## src/hw/rtl/rrc_pkg.sv

```systemverilog
package rrc_pkg;

  typedef enum logic [1:0] {
    FUNC_REG = 2'd0,
    FUNC_REM = 2'd1,
    FUNC_CHK = 2'd2,
    FUNC_BAD = 2'd3
  } func_t;

  typedef enum logic [2:0] {
    ST_OK      = 3'd0,
    ST_INVALID = 3'd1,
    ST_DUP     = 3'd2,
    ST_FULL    = 3'd3,
    ST_NOTFND  = 3'd4
  } status_t;

  typedef enum logic [2:0] {
    CFG_ZONE   = 3'd0,
    CFG_PAGE   = 3'd1,
    CFG_POISON = 3'd2,
    CFG_USEPAT = 3'd3,
    CFG_USEREG = 3'd4
  } cfg_idx_t;

  localparam int CFG_IDX_W  = 3;
  localparam int CFG_DATA_W = 8;
  localparam int FOLD1      = 8;
  localparam int FOLD2      = 16;
  localparam int FOLD3      = 24;

  typedef enum logic [2:0] {
    BK_IDLE,
    BK_RD1,
    BK_EV1,
    BK_RD2,
    BK_EV2,
    BK_OUT
  } bk_state_t;

endpackage

```

## src/hw/rtl/rrc_front.sv

```systemverilog
// accepts items, computes buckets, the last address and the poison and pattern-only flags, queues them for the back end
module rrc_front #(
  parameter int ADDR_BITS = 48,
  parameter int BKT_W     = 8
) (
  input  logic                 clk,
  input  logic                 rst,
  input  logic                 in_valid,
  output logic                 in_ready,
  input  logic [1:0]           func,
  input  logic [ADDR_BITS-1:0] addr,
  input  logic [ADDR_BITS-1:0] right_addr,
  input  logic [7:0]           access_size,
  input  logic [7:0]           first_byte,
  input  logic [7:0]           last_byte,
  input  logic [4:0]           page_shift,
  input  logic [7:0]           poison_byte,
  input  logic                 use_pattern,
  input  logic                 use_registry,
  output logic                 q_valid,
  input  logic                 q_ready,
  output logic [1:0]           q_func,
  output logic [ADDR_BITS-1:0] q_left,
  output logic [ADDR_BITS-1:0] q_right,
  output logic [ADDR_BITS-1:0] q_last,
  output logic [BKT_W-1:0]     q_lb,
  output logic [BKT_W-1:0]     q_rb,
  output logic                 q_poisoned,
  output logic                 q_pat_only
);
  // two-entry queue
  logic [1:0]           cnt;
  logic                 wp, rp;
  logic [1:0]           e_func  [2];
  logic [ADDR_BITS-1:0] e_left  [2];
  logic [ADDR_BITS-1:0] e_right [2];
  logic [ADDR_BITS-1:0] e_last  [2];
  logic [BKT_W-1:0]     e_lb    [2];
  logic [BKT_W-1:0]     e_rb    [2];
  logic                 e_pois  [2];
  logic                 e_pat   [2];

  logic [ADDR_BITS-1:0] pa, pr, ha, hr, lst;
  logic [7:0]           sz;
  logic                 pois;
  logic                 push, pop;

  always_comb begin
    pa  = addr >> page_shift;
    pr  = right_addr >> page_shift;
    ha  = pa ^ (pa >> rrc_pkg::FOLD1) ^ (pa >> rrc_pkg::FOLD2) ^ (pa >> rrc_pkg::FOLD3);
    hr  = pr ^ (pr >> rrc_pkg::FOLD1) ^ (pr >> rrc_pkg::FOLD2) ^ (pr >> rrc_pkg::FOLD3);
    sz  = (access_size == 8'd0) ? 8'd1 : access_size;
    lst = addr + ADDR_BITS'(sz - 8'd1);
    pois = (first_byte == poison_byte) || (sz > 8'd1 && last_byte == poison_byte);
  end

  assign in_ready = (cnt != 2'd2);
  assign push     = in_valid && in_ready;
  assign q_valid  = (cnt != 2'd0);
  assign pop      = q_valid && q_ready;

  always_ff @(posedge clk) begin
    if (rst) begin
      cnt <= 2'd0;
      wp  <= 1'b0;
      rp  <= 1'b0;
    end else begin
      if (push) wp <= ~wp;
      if (pop) rp <= ~rp;
      cnt <= cnt + {1'b0, push} - {1'b0, pop};
    end
  end

  always_ff @(posedge clk) begin
    if (push) begin
      e_func[wp]  <= func;
      e_left[wp]  <= addr;
      e_right[wp] <= right_addr;
      e_last[wp]  <= lst;
      e_lb[wp]    <= ha[BKT_W-1:0];
      e_rb[wp]    <= hr[BKT_W-1:0];
      e_pois[wp]  <= pois;
      e_pat[wp]   <= (use_registry == 1'b0) || (use_pattern && !pois);
    end
  end

  assign q_func     = e_func[rp];
  assign q_left     = e_left[rp];
  assign q_right    = e_right[rp];
  assign q_last     = e_last[rp];
  assign q_lb       = e_lb[rp];
  assign q_rb       = e_rb[rp];
  assign q_poisoned = e_pois[rp];
  assign q_pat_only = e_pat[rp];
endmodule

```

## config.mk

```make
export PLATFORM = sky130hd
export DESIGN_NAME = rrc_front
export DESIGN_NICKNAME = d
export VERILOG_FILES = /design/src/hw/rtl/rrc_pkg.sv /design/src/hw/rtl/rrc_front.sv
export SDC_FILE = /design/constraint.sdc
export NUM_CORES = 1
export LEC_CHECK = 0
export ABC_AREA = 1
export CAP_MARGIN = 0
export CORE_MARGIN = 10
export CORE_UTILIZATION = 55
export CTS_CLUSTER_SIZE = 24
export DETAILED_ROUTE_END_ITERATION = 6
export DONT_BUFFER_PORTS = 1
export HOLD_SLACK_MARGIN = 0.1
export PLACE_DENSITY = 0.77
export SYNTH_ARGS = -nofsm -noshare
export SYNTH_HDL_FRONTEND = slang
export SYNTH_SLANG_ARGS = --single-unit
```

## constraint.sdc

```tcl
create_clock -name clk -period 16.2 [get_ports clk]
set_input_delay 3.24 -clock clk [delete_from_list [all_inputs] [get_ports clk]]
set_output_delay 3.24 -clock clk [all_outputs]
set_load 0.02 [all_outputs]
```

==> flow_summary.yaml, run 1 <==
layout:
  final_common_cell: "nand2_1"
  final_area_sq_mm: 0.02341
  seq_area_sq_mm: 0.009953
  syn_to_final_growth_pct: 6.549
  num-nets-final: 2811
  nFillCells: 3480
  diodes: 0
  drive_above_1_share_pct: 9.335
  multi_input_area_sq_mm: 0.01098
  layout_common_cells: "865 x nand2_1, 598 x nand3_1, 328 x edfxtp_1"
power:
  power_density_mw_per_mm2: 119.8
  vdd_ir_drop_max_uv: 97.87
  leakage_uw: 0.009806
timing:
  relSlewSlack_pct: 26.10
  fmax_ghz: 0.1523
  hold_viol_final: 0
  fin_worst_skew_ns: 0.02005
  fin_tns_setup_ns: 0
  fin_hold_ws_ns: 0.4884
  rsz0062_at_grt: "false"
  worst_pin_slew_ns: 1.108
  period_needed_ns: 6.566
  fin_crit_sh_pct: 40.53
  final-max-slew-violation-count: 0
  finalSetupViolCount: 0
worst_setup_path:
  r2r-start: "cnt[0]$_SDFF_PP0_"
  path_max_fanout: 39
  critPathKind: "in -> reg"
  rrSetupSlack_ns: 13.96
  cp.arrival_ns: 6.89
  crit_required_ns: 16.53
  cp-end-kind: "flop"
  worstReg2RegEnd: "e_last[0][0]$_DFFE_PP_"
  rr_worst_depth: 5
  start_kind: "input pin"
outcome:
  status: "completed"
global_route:
  track_usage_pct: 28.55
  grt_max_degree: 166
  grt_pass1_wl_microns: 106100
  grt_pass1_vias: 17740
  antenna_found_initial: 0
  grt-ovfl-total: 0
floorplanning:
  dieWidth_microns: 219.9
  fp.dieArea_sq_mm: 0.04834
  fp.coreArea_sq_mm: 0.03964
  initial_core_util_pct: 55.43
  die_height_microns: 219.9
  num_io_pins: 307
  rows: 73
clock_network:
  cts.sinks: 333
  cts-root-buf: "clkbuf_16"
  post_cts_buffers: 0
  numCtsBuffers: 36
  clk_pin_slew_ns: 0.06
  postCtsResizedCells: 0
  htree_levels: 2
  cts_tree: "yes"
  clockBufferDepth: 3
  ctsHoldBuffers: 0
  clock_latency_ns: 0.55
detailed_routing:
  route.detailed.drc: 0
  via_per_inst: 6.099
  wirelength_microns: 71220
  routed-via-count: 19340
  drt_iter0_drc: 2575
  antenna_left: 0
  dr.pass1.iters: 6
  wl_per_cell_microns: 22.46
synthesis:
  synth_area_leaders: "edfxtp_1 45%, nand2_1 15%, nand3_1 14%, mux2_2 8.4%, ha_1 2.9%"
  synth_cells: 2688
  synth-seq-cells: 333
  syn_area_sq_mm: 0.02197
  ys_warn_count: 0
  avgSynthCellArea_sq_um: 8.174
  synth_nets: 2881
  yosys.area.top_type_share_pct: 44.83
  synth_top_area_cell: "edfxtp_1"
  seq_area_frac_synth_pct: 45.28
  ys_types: 37
hold_path:
  min_path_cells: 2
  min-delay-start: "rp$_SDFFE_PP0P_"
  hp-class: "reg -> reg"
placement:
  post_dp_cell_area_sq_mm: 0.02222
  portBuffers: 0
  gp_congestion: 1.058
  place_hpwl_microns: 53150
run:
  drv_cap: 0
[how the worst max path moves through the flow]
stage,start,end,slack (ns),cells after the start
6_report,access_size[2],e_last[1][23]$_DFFE_PP_,9.63,20
5_1_grt,access_size[0],e_last[0][21]$_DFFE_PP_,9.40,20
4_1_cts,access_size[2],e_last[0][23]$_DFFE_PP_,9.72,20
3_5_place_dp,access_size[2],e_last[1][23]$_DFFE_PP_,9.13,20
3_3_place_gp,access_size[2],e_last[0][23]$_DFFE_PP_,9.18,20
2_1_floorplan,in_valid,e_func[1][0]$_DFFE_PP_,5.34,2
[cells by family after synthesis]
kind of cell,count (synthesis),share of synthesized area (%)
AND/OR/NAND/NOR,1655,32.13
flip-flops,333,45.28
buffers and inverters,259,4.841
AO/OA/AOI/OAI,169,4.112
multiplexers,164,8.405
XOR/XNOR,56,2.232
adder cells (fa/ha/maj),52,2.995
[cell usage after synthesis]
cell type / instances
a211oi_1: 1
a21boi_0: 4
a21boi_1: 2
a21o_1: 7
a21oi_1: 76
a31oi_1: 5
and2_0: 2
and2_1: 3
buf_1: 28
buf_2: 37
buf_4: 10
buf_6: 1
clkbuf_1: 43
dfxtp_1: 5
edfxtp_1: 328
fa_1: 1
ha_1: 51
inv_1: 128
inv_2: 12
mux2_2: 164
nand2_1: 865
nand3_1: 598
nand4_1: 15
nor2_1: 146
nor2_2: 1
nor2b_1: 1
nor3_1: 14
nor3b_1: 1
nor4_1: 7
o2111ai_1: 1
o21a_1: 2
o21ai_0: 55
o21ai_1: 13
o21bai_1: 3
or2_2: 2
xnor2_1: 19
xor2_1: 37
[state kept, by name, summed over array words and instances (netlist names), named ones only]
name,count
e_left,96
e_last,96
cnt,2
e_right,96
e_rb,16
rp,1
e_pat,2
e_func,4
e_lb,16
wp,1
e_pois,2
[metal layers]
layer  global-route usage (%)  share of wire (%)  vias to the layer above
met5                        0                  0                        -
met4                    7.647                2.6                        0
met3                    8.803                 12                      123
met2                    45.20                 46                     1081
met1                    37.33                 39                     8990
li1                         -                  -                     9145
[final cells by class]
class	count	area share (%)
flip-flops and latches	333	42.52
clock buffers	43	3.960
well taps	525	2.806
clock inverters	23	1.128
repair buffers	11	0.4596
multi-input cells	2096	46.88
inverters	140	2.245
[power breakdown]
group / switching, uW / internal [uW]
Clock: 342 / 480
Sequential: 35.3 / 1120
Combinational: 587 / 246
[stage by stage]
step           setup slack [ns]  util (%)  cells  total power (uW)
2_1_floorplan             5.340         -   2688              1861
3_3_place_gp              9.178     56.05   3105              1987
3_5_place_dp              9.129     56.05   3105              2004
4_1_cts                   9.716     59.06   3171              2828
5_1_grt                   9.403     59.06   3171              2934
6_report                  9.634     59.06   3171              2805
[critical path: stages]
cell     delay, ns
nor2_1        0.09
nand2_1       0.06
inv_1         0.07
nand2_1       0.05
o21ai_0       0.23
inv_1         0.10
ha_1          0.23
nand2_1       0.13
nor3_1        0.08
nand2_1       0.08
nor2_2        0.04
buf_4         0.26
ha_1          0.45
nand2_1       0.11
nor2_1        0.22
nand2_1       0.07
o21ai_0       0.69
nand2_1       0.10
nand2_1       0.20
xor2_1        0.36
Note: power is estimated with default switching activity, not from simulation.
==> inputs of run 2 (changes only) <==
--- a/config.mk
+++ b/config.mk
@@ -13,7 +13,7 @@
 export DETAILED_ROUTE_END_ITERATION = 6
 export DONT_BUFFER_PORTS = 1
 export HOLD_SLACK_MARGIN = 0.1
-export PLACE_DENSITY = 0.77
+export PLACE_DENSITY = 0.8
 export SYNTH_ARGS = -nofsm -noshare
 export SYNTH_HDL_FRONTEND = slang
 export SYNTH_SLANG_ARGS = --single-unit
==> constraint.sdc (replaced) <==
create_clock -name clk -period 5.3 [get_ports clk]
set_input_delay 1.06 -clock clk [delete_from_list [all_inputs] [get_ports clk]]
set_output_delay 1.06 -clock clk [all_outputs]
set_load 0.02 [all_outputs]
==> run 2 against run 1 <==
Net effect:
- the flow now finishes with violations (design-rule violations)
- sequential cell count unchanged
- final cell count grew 0.19%
- first-iteration DRC count up 10%
- via count up 1.9%
- global-route usage fell by 0.59 points
- clock-buffer cell count increased by 2
- wire length is 1.8% lower
- combinational power increased to 3.0 times the previous value
- setup slack got worse by 8.5 ns
- worst hold slack worse by 0.0054 ns
- power rose to 3.0 times the previous value
- critical path type unchanged
==> flow_summary.yaml, run 2 (synthesized netlist as in run 1, its figures left out) <==
global_route:
  antenna_found_initial: 0
  grt_pass1_wl_microns: 104700
  grt_pass1_vias: 18060
  grt_max_degree: 109
  track_usage_pct: 27.96
  grt-ovfl-total: 0
placement:
  portBuffers: 0
  gp_congestion: 1.020
  place_hpwl_microns: 52160
  placed_cells: 3111
timing:
  period_needed_ns: 4.157
  fin_crit_sh_pct: 78.43
  fin_hold_ws_ns: 0.4831
  final-max-slew-violation-count: 0
  rsz0062_at_grt: "false"
  hold_viol_final: 0
  fin_worst_skew_ns: 0.01656
  finalSetupViolCount: 0
  worst_pin_slew_ns: 1.080
  relSlewSlack_pct: 27.87
  fmax_ghz: 0.2406
worst_setup_path:
  cp.arrival_ns: 4.48
  critPathKind: "in -> reg"
  cp-end-kind: "flop"
  crit_required_ns: 5.62
  path_max_fanout: 4
  rrSetupSlack_ns: 3.06
  start_kind: "input pin"
clock_network:
  post_cts_buffers: 0
  htree_levels: 2
  postCtsResizedCells: 0
  cts.sinks: 333
  clk_pin_slew_ns: 0.06
  cts-root-buf: "clkbuf_16"
  clockBufferDepth: 3
  numCtsBuffers: 36
  clock_latency_ns: 0.56
  cts_tree: "yes"
  ctsHoldBuffers: 0
detailed_routing:
  route.detailed.drc: 1
  wirelength_microns: 69950
  routed-via-count: 19720
  via_per_inst: 6.206
  dr.pass1.iters: 7
  antenna_left: 0
  drt_iter0_drc: 2834
  wl_per_cell_microns: 22.02
floorplanning:
  rows: 73
  fp.coreArea_sq_mm: 0.03964
  initial_core_util_pct: 55.43
  dieWidth_microns: 219.9
  num_io_pins: 307
  die_height_microns: 219.9
  fp.dieArea_sq_mm: 0.04834
layout:
  largestRegisters: "e_last x96, e_left x96, e_right x96"
  syn_to_final_growth_pct: 6.777
  instances_no_fill: 3177
  final_common_cell: "nand2_1"
  num-nets-final: 2817
  drive_above_1_share_pct: 9.615
  diodes: 0
  layout_common_cells: "865 x nand2_1, 598 x nand3_1, 328 x edfxtp_1"
power:
  vdd_ir_drop_max_uv: 339.3
  leakage_uw: 0.009844
  power_density_mw_per_mm2: 364.2
  total_power_uw: 8545
outcome:
  status: "finished, violations left"
  violations: "design-rule violations"
hold_path:
  hp-class: "reg -> reg"
run:
  drv_cap: 0
[run 2: cell count changes in the layout (fill, tap and decap cells not counted), moves of 2 or more]
cell      delta
clkbuf_1     +2
buf_12       +3
clkinv_2     +5
clkinv_1     -4
buf_4        +3
clkinv_8     -2
[run 2: stage by stage]
| step | setup slack (ns) | utilization [%] | instance area (sq um) | TNS [ns] |
|---|---|---|---|---|
| finish | 1.143 | 59.18 | 23460 | 0 |
| CTS | 1.288 | 59.18 | 23460 | 0 |
| detailed placement | 0.7153 | 56.26 | 22300 | 0 |
| floorplan | -0.6086 | - | 21980 | -196.87 |
| global route | 0.9690 | 59.18 | 23460 | 0 |
| global placement | 0.7076 | 56.26 | 22300 | 0 |
[run 2: area by class of cell]
class,count,area (sq um)
well taps,525,656.9
clock buffers,45,934.6
multi-input cells,2096,10980
repair buffers,17,190.2
flip-flops and latches,333,9953
clock inverters,21,224.0
inverters,140,525.5
fillers,3481,16180
[run 2: final timing paths]
path	startpoint	endpoint	depth (start not counted)
setup / recovery	access_size[2]	e_last[0][23]$_DFFE_PP_	18
hold / removal	rp$_SDFFE_PP0P_	flop	2
setup reg to reg	cnt[0]$_SDFF_PP0_	e_last[1][9]$_DFFE_PP_	5
hold reg to reg	rp$_SDFFE_PP0P_	flop	2
[run 2: routing by layer]
metal | part of all wire, % | track usage (%)
met3 | 12 | 6.664
met5 | 0 | 0
met4 | 3.9 | 10.36
met1 | 38 | 37.33
met2 | 45 | 43.53
[run 2: critical path, cell delays in order]
cell	delay, ns
nor2_1	0.09
nand2_1	0.05
inv_1	0.08
nand2_1	0.05
o21ai_0	0.22
inv_1	0.10
ha_1	0.23
nand2_1	0.13
nor3_1	0.08
xor2_1	0.16
ha_1	0.38
nand2_1	0.14
o21ai_0	0.29
a21oi_1	0.14
o21ai_0	0.61
nand2_1	0.10
nand2_1	0.18
xor2_1	0.37
[run 2: power breakdown]
group	total [uW]	leakage (uW)	internal [uW]	switching [uW]
combinational	2520	0.00617	765	1750
sequential	3560	0.00311	3410	150
clock	2470	0.000565	1420	1050
